**config.mk**
```make
export PLATFORM = sky130hd
export DESIGN_NAME = seam_feather_blend
export DESIGN_NICKNAME = d
export VERILOG_FILES = /design/src/rtl/sfb_pkg.sv /design/src/rtl/seam_feather_blend.sv /design/src/rtl/sfb_lane.sv /design/src/rtl/sfb_merge.sv
export VERILOG_INCLUDE_DIRS = /design/src /design/src/rtl
export SDC_FILE = /design/constraint.sdc
export NUM_CORES = 2
export LEC_CHECK = 0
export BUFFER_PORTS_ARGS = -buffer_cell sky130_fd_sc_hd__buf_2
export CAP_MARGIN = 10
export CORE_MARGIN = 2
export CORE_UTILIZATION = 64
export DETAILED_ROUTE_END_ITERATION = 7
export PLACE_DENSITY_LB_ADDON = 0.2
export SYNTH_ARGS = -nofsm -noshare
export SYNTH_HDL_FRONTEND = slang
export SYNTH_SLANG_ARGS = --single-unit
```
**constraint.sdc**
```tcl
create_clock -name clk -period 12.81 [get_ports clk]
set_input_delay 0.6405 -clock clk [delete_from_list [all_inputs] [get_ports clk]]
set_output_delay 0.6405 -clock clk [all_outputs]
set_load 0.01 [all_outputs]
```
**src/rtl/seam_feather_blend_assert.svh**
```systemverilog
// ----------------------------------------------------------------------------
// seam feather blend assertion macros
// shared concurrent check forms, clocked on clk and held off during rst
// ----------------------------------------------------------------------------
`ifndef SEAM_FEATHER_BLEND_ASSERT_SVH
`define SEAM_FEATHER_BLEND_ASSERT_SVH

// condition holds in the same cycle as the trigger
`define SFB_ASSERT_IMPLY(lbl, ante, cons, msg) \
  lbl: assert property (@(posedge clk) disable iff (rst) (ante) |-> (cons)) \
    else $error(msg);

// condition holds in the cycle after the trigger
`define SFB_ASSERT_NEXT(lbl, ante, cons, msg) \
  lbl: assert property (@(posedge clk) disable iff (rst) (ante) |=> (cons)) \
    else $error(msg);

`endif

```
**src/rtl/sfb_pkg.sv**
```systemverilog
// ----------------------------------------------------------------------------
// sfb_pkg
// widths, codes and shared types of the seam feather blend
// ----------------------------------------------------------------------------
`default_nettype none

package sfb_pkg;

  localparam int PIX_W   = 8;   // bits per channel
  localparam int NUM_CH  = 3;   // channels per pixel, one lane each
  localparam int COL_W   = 13;  // column index and overlap start
  localparam int WIDTH_W = 14;  // reference width and overlap span
  localparam int NUM_W   = 22;  // blend numerator, 255 * span fits

  // lane stages: product, sum, then one quotient bit per stage
  localparam int LANE_STAGES = 2 + PIX_W;
  // input decode stage in front of the lanes
  localparam int NUM_STAGES  = 1 + LANE_STAGES;

  localparam int MAX_COLUMNS_DEF = 8192;
  localparam int WIDTH_RESET     = 8192;

  // register indexes of the configuration port
  localparam logic REG_OVERLAP_START   = 1'b0;
  localparam logic REG_REFERENCE_WIDTH = 1'b1;

  typedef logic [NUM_CH-1:0][PIX_W-1:0] pix_t;

  typedef enum logic [1:0] {
    MODE_REF,
    MODE_WARP,
    MODE_BLEND
  } mode_t;

  typedef struct packed {
    logic  load;
    mode_t mode;
  } merge_ctrl_t;

endpackage

`default_nettype wire

```
**src/rtl/seam_feather_blend.sv**
```systemverilog
// ----------------------------------------------------------------------------
// seam_feather_blend
// linear feather blend of reference and warped pixels across a stitch seam
// ----------------------------------------------------------------------------
// an accepted request passes through decode, product, sum, eight quotient bit
// stages and the output register
// throughput: one request per cycle unless stalled, set by the pipelined lanes
// a stage moves whenever some later stage or the output register has room
// reset: pipeline and output emptied, overlap_start 0, reference_width
// 8192 (or MAX_COLUMNS if smaller)
// ----------------------------------------------------------------------------
`default_nettype none

`include "seam_feather_blend_assert.svh"

module seam_feather_blend import sfb_pkg::*; #(
  parameter int MAX_COLUMNS = MAX_COLUMNS_DEF
) (
  input  logic               clk,
  input  logic               rst,
  // configuration writes
  input  logic               cfg_wen,
  input  logic               cfg_index,
  input  logic [WIDTH_W-1:0] cfg_wdata,
  // request channel
  input  logic               in_valid,
  output logic               in_ready,
  input  logic [COL_W-1:0]   column,
  input  logic [PIX_W-1:0]   ref_ch0,
  input  logic [PIX_W-1:0]   ref_ch1,
  input  logic [PIX_W-1:0]   ref_ch2,
  input  logic [PIX_W-1:0]   warp_ch0,
  input  logic [PIX_W-1:0]   warp_ch1,
  input  logic [PIX_W-1:0]   warp_ch2,
  // result channel
  output logic               out_valid,
  input  logic               out_ready,
  output logic [PIX_W-1:0]   out_ch0,
  output logic [PIX_W-1:0]   out_ch1,
  output logic [PIX_W-1:0]   out_ch2
);

  // reference width after reset, clipped to the column limit
  localparam logic [WIDTH_W-1:0] WidthRst =
    WIDTH_W'((MAX_COLUMNS < WIDTH_RESET) ? MAX_COLUMNS : WIDTH_RESET);

  // configuration registers
  logic [COL_W-1:0]   overlap_start;
  logic [WIDTH_W-1:0] reference_width;
  logic               width_sat;

  // written widths above the column limit saturate to it
  assign width_sat = {18'd0, cfg_wdata} > 32'(MAX_COLUMNS);

  always_ff @(posedge clk) begin
    if (rst) begin
      overlap_start   <= '0;
      reference_width <= WidthRst;
    end else if (cfg_wen) begin
      case (cfg_index)
        REG_OVERLAP_START:   overlap_start   <= cfg_wdata[COL_W-1:0];
        REG_REFERENCE_WIDTH: reference_width <= width_sat ? WIDTH_W'(MAX_COLUMNS)
                                                          : cfg_wdata;
        default: ;
      endcase
    end
  end

  // pipeline occupancy and flow
  // free[s]: stage s may load this cycle, true when it or any later stage
  // is empty, or the output register is empty or being emptied
  logic [NUM_STAGES-1:0] vld;
  logic [NUM_STAGES-1:0] free;
  logic                  out_free;
  logic                  in_acc;

  assign out_free = !out_valid || out_ready;

  always_comb begin
    for (int s = 0; s < NUM_STAGES; s++) begin
      free[s] = out_free;
      for (int t = s; t < NUM_STAGES; t++) begin
        if (!vld[t]) begin
          free[s] = 1'b1;
        end
      end
    end
  end

  assign in_ready = free[0];
  assign in_acc   = in_valid && in_ready;

  always_ff @(posedge clk) begin
    if (rst) begin
      vld       <= '0;
      out_valid <= 1'b0;
    end else begin
      if (free[0]) begin
        vld[0] <= in_acc;
      end
      for (int s = 1; s < NUM_STAGES; s++) begin
        if (free[s]) begin
          vld[s] <= vld[s-1];
        end
      end
      if (out_free) begin
        out_valid <= vld[NUM_STAGES-1];
      end
    end
  end

  // request decode: the warped side wins over the reference side, so an
  // empty or inverted overlap never reaches the divider
  pix_t               ref_in;
  pix_t               warp_in;
  mode_t              mode_in;
  logic [WIDTH_W-1:0] span_in;    // reference_width - overlap_start
  logic [COL_W-1:0]   k_in;       // column - overlap_start
  logic [WIDTH_W-1:0] wk_in;      // reference_width - column

  assign ref_in  = {ref_ch2, ref_ch1, ref_ch0};
  assign warp_in = {warp_ch2, warp_ch1, warp_ch0};

  always_comb begin
    if ({1'b0, column} >= reference_width) begin
      mode_in = MODE_WARP;
    end else if (column < overlap_start || warp_in == '0) begin
      mode_in = MODE_REF;
    end else begin
      mode_in = MODE_BLEND;
    end
  end

  assign span_in = reference_width - {1'b0, overlap_start};
  assign k_in    = column - overlap_start;
  assign wk_in   = reference_width - {1'b0, column};

  // decode stage registers
  logic [WIDTH_W-1:0] w_s0;
  logic [COL_W-1:0]   k_s0;
  logic [WIDTH_W-1:0] wk_s0;

  // bypass pixels and mode travel alongside the lanes
  mode_t mode_q [NUM_STAGES];
  pix_t  ref_q  [NUM_STAGES];
  pix_t  warp_q [NUM_STAGES];

  always_ff @(posedge clk) begin
    if (free[0]) begin
      mode_q[0] <= mode_in;
      ref_q[0]  <= ref_in;
      warp_q[0] <= warp_in;
      w_s0      <= span_in;
      k_s0      <= k_in;
      wk_s0     <= wk_in;
    end
    for (int s = 1; s < NUM_STAGES; s++) begin
      if (free[s]) begin
        mode_q[s] <= mode_q[s-1];
        ref_q[s]  <= ref_q[s-1];
        warp_q[s] <= warp_q[s-1];
      end
    end
  end

  // one divider lane per channel
  pix_t blend_px;

  for (genvar c = 0; c < NUM_CH; c++) begin : g_lane
    sfb_lane u_lane (
      .clk     (clk),
      .en      (free[NUM_STAGES-1:1]),
      .ref_px  (ref_q[0][c]),
      .warp_px (warp_q[0][c]),
      .w       (w_s0),
      .wk      (wk_s0),
      .k       (k_s0),
      .quo     (blend_px[c])
    );
  end

  // merge into the output register
  merge_ctrl_t mctrl;
  pix_t        out_px;

  assign mctrl.load = out_free;
  assign mctrl.mode = mode_q[NUM_STAGES-1];

  sfb_merge u_merge (
    .clk      (clk),
    .ctrl     (mctrl),
    .ref_px   (ref_q[NUM_STAGES-1]),
    .warp_px  (warp_q[NUM_STAGES-1]),
    .blend_px (blend_px),
    .out_px   (out_px)
  );

  assign out_ch0 = out_px[0];
  assign out_ch1 = out_px[1];
  assign out_ch2 = out_px[2];

  // back pressure only when every stage and the output register are held
  `SFB_ASSERT_IMPLY(a_stall_full, !in_ready, out_valid && !out_ready && (&vld), "stall with room in pipeline")
  // a blend always sees a nonzero span with k inside it
  `SFB_ASSERT_IMPLY(a_blend_span, vld[0] && mode_q[0] == MODE_BLEND, k_s0 < w_s0, "blend outside overlap span")
  // a new result comes only from an occupied last stage
  `SFB_ASSERT_IMPLY(a_no_invent, $rose(out_valid), $past(vld[NUM_STAGES-1]), "result without request")

endmodule

`default_nettype wire

```
**src/rtl/sfb_lane.sv**
```systemverilog
// ----------------------------------------------------------------------------
// sfb_lane
// one channel: weighted sum a*(w-k) + b*k, then restoring division by w,
// one quotient bit per stage
// ----------------------------------------------------------------------------
`default_nettype none

module sfb_lane import sfb_pkg::*; (
  input  logic                   clk,
  input  logic [LANE_STAGES-1:0] en,
  input  logic [PIX_W-1:0]       ref_px,
  input  logic [PIX_W-1:0]       warp_px,
  input  logic [WIDTH_W-1:0]     w,
  input  logic [WIDTH_W-1:0]     wk,
  input  logic [COL_W-1:0]       k,
  output logic [PIX_W-1:0]       quo
);

  logic [NUM_W-1:0]   prod_a;
  logic [NUM_W-1:0]   prod_b;
  logic [WIDTH_W-1:0] w_p;
  logic [NUM_W-1:0]   num;
  logic [WIDTH_W-1:0] w_n;

  logic [NUM_W-1:0]   rem_c [PIX_W+1];
  logic [WIDTH_W-1:0] wd_c  [PIX_W+1];
  logic [PIX_W-1:0]   q_c   [PIX_W+1];

  // products
  always_ff @(posedge clk) begin
    if (en[0]) begin
      prod_a <= NUM_W'(ref_px * wk);
      prod_b <= NUM_W'(warp_px * k);
      w_p    <= w;
    end
  end

  // sum
  always_ff @(posedge clk) begin
    if (en[1]) begin
      num <= prod_a + prod_b;
      w_n <= w_p;
    end
  end

  assign rem_c[0] = num;
  assign wd_c[0]  = w_n;
  assign q_c[0]   = '0;

  for (genvar i = 0; i < PIX_W; i++) begin : g_step
    localparam int Shift = PIX_W - 1 - i;
    logic [NUM_W-1:0]   trial;
    logic               ge;
    logic [NUM_W-1:0]   rem;
    logic [WIDTH_W-1:0] wd;
    logic [PIX_W-1:0]   q;

    assign trial = NUM_W'(wd_c[i]) << Shift;
    assign ge    = rem_c[i] >= trial;

    always_ff @(posedge clk) begin
      if (en[2+i]) begin
        rem <= ge ? rem_c[i] - trial : rem_c[i];
        wd  <= wd_c[i];
        q   <= {q_c[i][PIX_W-2:0], ge};
      end
    end

    assign rem_c[i+1] = rem;
    assign wd_c[i+1]  = wd;
    assign q_c[i+1]   = q;
  end

  assign quo = q_c[PIX_W];

endmodule

`default_nettype wire

```
**src/rtl/sfb_merge.sv**
```systemverilog
// ----------------------------------------------------------------------------
// sfb_merge
// picks reference, warped or blended pixel and holds it in the output register
// ----------------------------------------------------------------------------
`default_nettype none

module sfb_merge import sfb_pkg::*; (
  input  logic        clk,
  input  merge_ctrl_t ctrl,
  input  pix_t        ref_px,
  input  pix_t        warp_px,
  input  pix_t        blend_px,
  output pix_t        out_px
);

  pix_t sel;

  always_comb begin
    case (ctrl.mode)
      MODE_WARP:  sel = warp_px;
      MODE_BLEND: sel = blend_px;
      MODE_REF:   sel = ref_px;
      default:    sel = ref_px;
    endcase
  end

  always_ff @(posedge clk) begin
    if (ctrl.load) begin
      out_px <= sel;
    end
  end

endmodule

`default_nettype wire

```
==> reports/qor_table.md <==
| Stage | Parameter | This run |
|---|---|---|
| placement | Final RePlAce weighted congestion | 0.937 |
| sta | Slew Viols, Final | 0 |
| critical path | Required time reported for the critical path endpoint | 13.39 ns |
| clock tree | Clock Path Buffers | 3 |
| critical path | Element type at the critical path start | flop |
| cells and area | Number of nets in the final layout | 9,013 |
| clock tree | Cts hold-fix bufs | 36 |
| floorplanning | Die ar. | 147,000 sq um |
| clock tree | CTS clk-pin slew, worst paths | 0.06 ns |
| yosys | Top cell type's share of synthesized area | 0.492 |
| yosys | Post-synthesis instance area | 91,900 sq um |
| sta | Final hold violations | 0 |
| yosys | Syn Inst Count | 7,642 |
| floorplanning | Overall die width | 383 um |
| cells and area | Filler cell count | 10.0k |
| pwr | Sequential Power Share | 0.319 |
| sta | Actual slew at the worst max-slew pin | 1.13 ns |
| clock tree | Depth of the CTS H-tree | 4 |
| pwr | Switching pwr | 12.0 mW |
| cells and area | P&R area growth vs syn | 8.86% |
| detailed routing | Initial DRC Count | 4,887 |
| clock tree | Resized Gates After CTS | 0 |
| clock tree | Total clock buffers created by CTS | 159 |
| worst hold path | Min-delay worst type | input pin to flop |
| floorplanning | Starting density of the core | 0.642 |
| detailed routing | Detailed-route vias per instance | 5.95 |
| detailed routing | Average wire per cell in the routed design | 22.6 um |
| sta | Max Fclk | 162 MHz |
| detailed routing | Final routed DRC violation total | 0 |
| yosys | Post-synthesis async set-or-reset flop share | 0 |
| clock tree | CTS tree | built |
| placement | Number of cells in the design after placement | 9,508 |
| pwr | Switching portion of total power | 0.410 |
| yosys | Netlist cell types | 111 |
| critical path | Setup CP Type | flop to flop |
| floorplanning | Number of top-level pins | 107 |
| sta | Skew final | 0.0718 ns |
| sta | Post-Route Setup TNS | 0 ns |
| yosys | Mean instance size in the synthesized netlist | 12.0 sq um |
| pwr | Power Density | 292 nW/um^2 |
| pwr | Leakage power total | 41.8 nW |
| clock tree | Latest clock arrival within the worst-skew pair | 0.84 ns |
| cells and area | Layout Utilization | 0.699 |
| yosys | Post-synthesis sequential element count | 1,545 |
| critical path | Nature of the critical path endpoint | flop |
| cells and area | Filler-free cell count of the finished design | 9,849 |
| run status | Result of the run | complete, no violations |
| yosys | Cell types with the largest area share after synthesis | sky130_fd_sc_hd__edfxtp_1 49%, sky130_fd_sc_hd__fa_1 9.6%, sky130_fd_sc_hd__ha_1 9.4%, sky130_fd_sc_hd__and2_1 3.5%, sky130_fd_sc_hd__inv_1 3.2% |
| global route | Overall Global Routing Usage | 0.310 |
| pwr | Gate power share | 0.525 |
| global route | Total congestion overflow after global routing | 0 |
| job | Max-cap viol count | 0 |
| critical path | Signal arrival time at the worst endpoint | 6.75 ns |
| critical path | Critical path peak fanout | 24 |
| detailed routing | Routed via count | 58.6k |
| pwr | Part of the total power dissipated in the clock network | 0.156 |
| cells and area | Share of layout cells above drive strength 1 | 0.0675 |
| clock tree | CTS sink cnt | 1,545 |
| placement | Dpl hpwl | 167 mm |
| placement | Number of buffers added on ports | 106 |
| floorplanning | Floorplan die height | 383 um |
| floorplanning | Site row count | 139 |
| sta | Worst rel slew slack | 0.244 |
| yosys | Syn_nets | 8,853 |
| clock tree | Number of buffers inserted to repair setup after CTS | 0 |
| yosys | Main synth FF type | sky130_fd_sc_hd__edfxtp_1 |
| pwr | Power Internal | 17.2 mW |
| detailed routing | Antenna Violating Nets Remaining | 0 |
| clock tree | Cell chosen for the clock root | sky130_fd_sc_hd__clkbuf_16 |
| sta | Min Tclk post-route | 6.17 ns |
| floorplanning | Total core area | 143,000 sq um |
| detailed routing | Pre-antenna DRT Iters | 6 |
| yosys | Part of the Yosys area used for sequential elements | 0.500 |
| yosys | Yosys warning count | 0 |
| global route | First-pass GRT wire length | 344 mm |
| sta | Share of the clock period used by the worst path after layout | 0.482 |
| yosys | Leading area contributor after synthesis | sky130_fd_sc_hd__edfxtp_1 |
| pwr | Max rail drop VDD | 0.276 mV |
| global route | Antenna violations before repair | 15 |
| sta | Final number of setup-violating endpoints | 0 |
| sta | Setup repair after global routing missed its margin | false |
| global route | Number of global-route vias before repair | 59.0k |
| global route | Largest net degree at the start of global routing | 144 |
| yosys | Number of flops mapped to enable cells by yosys | 1,506 |
| detailed routing | Drt total wl | 223 mm |
[state kept, by name, indices dropped and copies added, names as in the netlist]
name                      count
g_lane.u_lane.prod_b         63
mode_q                       22
g_lane.u_lane.w_p            14
g_lane.u_lane.g_step.wd      98
u_merge.out_px               24
g_lane.u_lane.num            66
k_s0                         13
reference_width              14
g_lane.u_lane.prod_a         66
out_valid                     1
vld                          11
warp_q                      264
g_lane.u_lane.quo            24
g_lane.u_lane.g_step.rem    462
w_s0                         14
g_lane.u_lane.g_step.q       84
overlap_start                13
ref_q                       264
wk_s0                        14
g_lane.u_lane.w_n            14
[path summary, 6_finish.rpt]
check | depth (start not counted) | slack, ns | start | to
min reg2reg | 0 | 0.39 | ref_q[2][11] | ref_q[3][11]
min | 1 | 0.06 | warp_ch0[7] | warp_q[0][7]
max reg2reg | 17 | 6.64 | wk_s0[2] | g_lane[0].u_lane.prod_a[20]
max | 17 | 6.64 | wk_s0[2] | g_lane[0].u_lane.prod_a[20]
[cells in the mapped netlist (79+ instances only)]
cell type                     n
sky130_fd_sc_hd__inv_1      778
sky130_fd_sc_hd__nand2_1    465
sky130_fd_sc_hd__mux2_2      81
sky130_fd_sc_hd__nor3_1      87
sky130_fd_sc_hd__a21oi_1    421
sky130_fd_sc_hd__nor2b_1     79
sky130_fd_sc_hd__edfxtp_1  1506
sky130_fd_sc_hd__nor2_1     400
sky130_fd_sc_hd__o21ai_0    347
sky130_fd_sc_hd__xor2_1     171
sky130_fd_sc_hd__o21a_1     106
sky130_fd_sc_hd__fa_1       441
sky130_fd_sc_hd__clkbuf_1   146
sky130_fd_sc_hd__ha_1       689
sky130_fd_sc_hd__xnor2_1    276
sky130_fd_sc_hd__and2_1     519
sky130_fd_sc_hd__a21o_1     138
sky130_fd_sc_hd__nand2b_1    81
[cell families after synthesis]
logic type      Yosys count  synth area share
mux                     100            0.0121
compound gates         1441             0.101
flops                  1545             0.500
simple gates           2021             0.114
buf+inv                 958            0.0399
fa+ha+maj              1130             0.190
xor+xnor                447            0.0426
[cell usage in the layout (no fill, tap or decap), drive strengths merged, types with 53 or more instances in the layout]
cell,n
a21o,138
a21oi,424
and2,519
buf,142
clkbuf,197
clkinv,81
edfxtp,1506
fa,441
ha,689
inv,784
mux2,83
nand2,465
nand2b,81
nand3,72
nand4,72
nor2,401
nor2b,79
nor3,88
nor4,53
o21a,106
o21ai,360
xnor2,276
xor2,171
[power by group through the flow]
stage / logic, mW / registers, mW / clock network (mW)
after floorplan: 11.7 / 8.63 / 0
after global placement: 14.7 / 9.32 / 0
after detailed placement: 15.1 / 9.35 / 0
after CTS: 15.3 / 9.29 / 4.64
after global routing: 17.1 / 9.43 / 4.82
final: 15.3 / 9.31 / 4.56
[through the flow]
stage,total power [mW],hold WS [ns],worst slack [ns],instance area [sq um]
6_report,29.2,0.0591,6.64,100000
3_3_place_gp,24.0,0.400,6.89,94500
3_5_place_dp,24.4,0.405,6.82,94500
4_1_cts,29.2,0.00101,6.64,100000
2_1_floorplan,20.3,0.400,1.88,91900
5_1_grt,31.4,0.0146,6.33,100000
[critical path: stages (launching register included)]
cell                        delay [ns]
sky130_fd_sc_hd__edfxtp_1         0.94
sky130_fd_sc_hd__nand2_1          0.20
sky130_fd_sc_hd__fa_1             0.56
sky130_fd_sc_hd__fa_1             0.51
sky130_fd_sc_hd__inv_1            0.06
sky130_fd_sc_hd__fa_1             0.48
sky130_fd_sc_hd__inv_1            0.05
sky130_fd_sc_hd__fa_1             0.47
sky130_fd_sc_hd__inv_1            0.04
sky130_fd_sc_hd__ha_1             0.32
sky130_fd_sc_hd__a21o_1           0.20
sky130_fd_sc_hd__a21oi_1          0.16
sky130_fd_sc_hd__o21ai_0          0.16
sky130_fd_sc_hd__a2111oi_0        0.83
sky130_fd_sc_hd__o41ai_1          0.31
sky130_fd_sc_hd__a311oi_1         0.34
sky130_fd_sc_hd__o21bai_1         0.11
sky130_fd_sc_hd__xor2_1           0.16
[metal layers]
metal  GRT usage  part of all wire  up-vias
met3      0.0480             0.058      497
met4       0.162             0.059       10
met2       0.523              0.49     1900
met1       0.387              0.39    28668
li1            -                 -    27509
met5           0           0.00031        -
[final cells by class]
| type | instances | area (sq um) | area share |
|---|---|---|---|
| Antenna cell | 7 | 17.5 | 0.000175 |
| Clock buffer | 197 | 4130 | 0.0413 |
| Clock inverter | 101 | 1090 | 0.0109 |
| Inverter | 779 | 2940 | 0.0294 |
| Multi-Input combinational cell | 5139 | 42300 | 0.423 |
| Sequential cell | 1545 | 46000 | 0.460 |
| Tap cell | 1903 | 2380 | 0.0238 |
| Timing Repair Buffer | 178 | 1170 | 0.0117 |
Note: power is estimated with default switching activity, not from simulation.
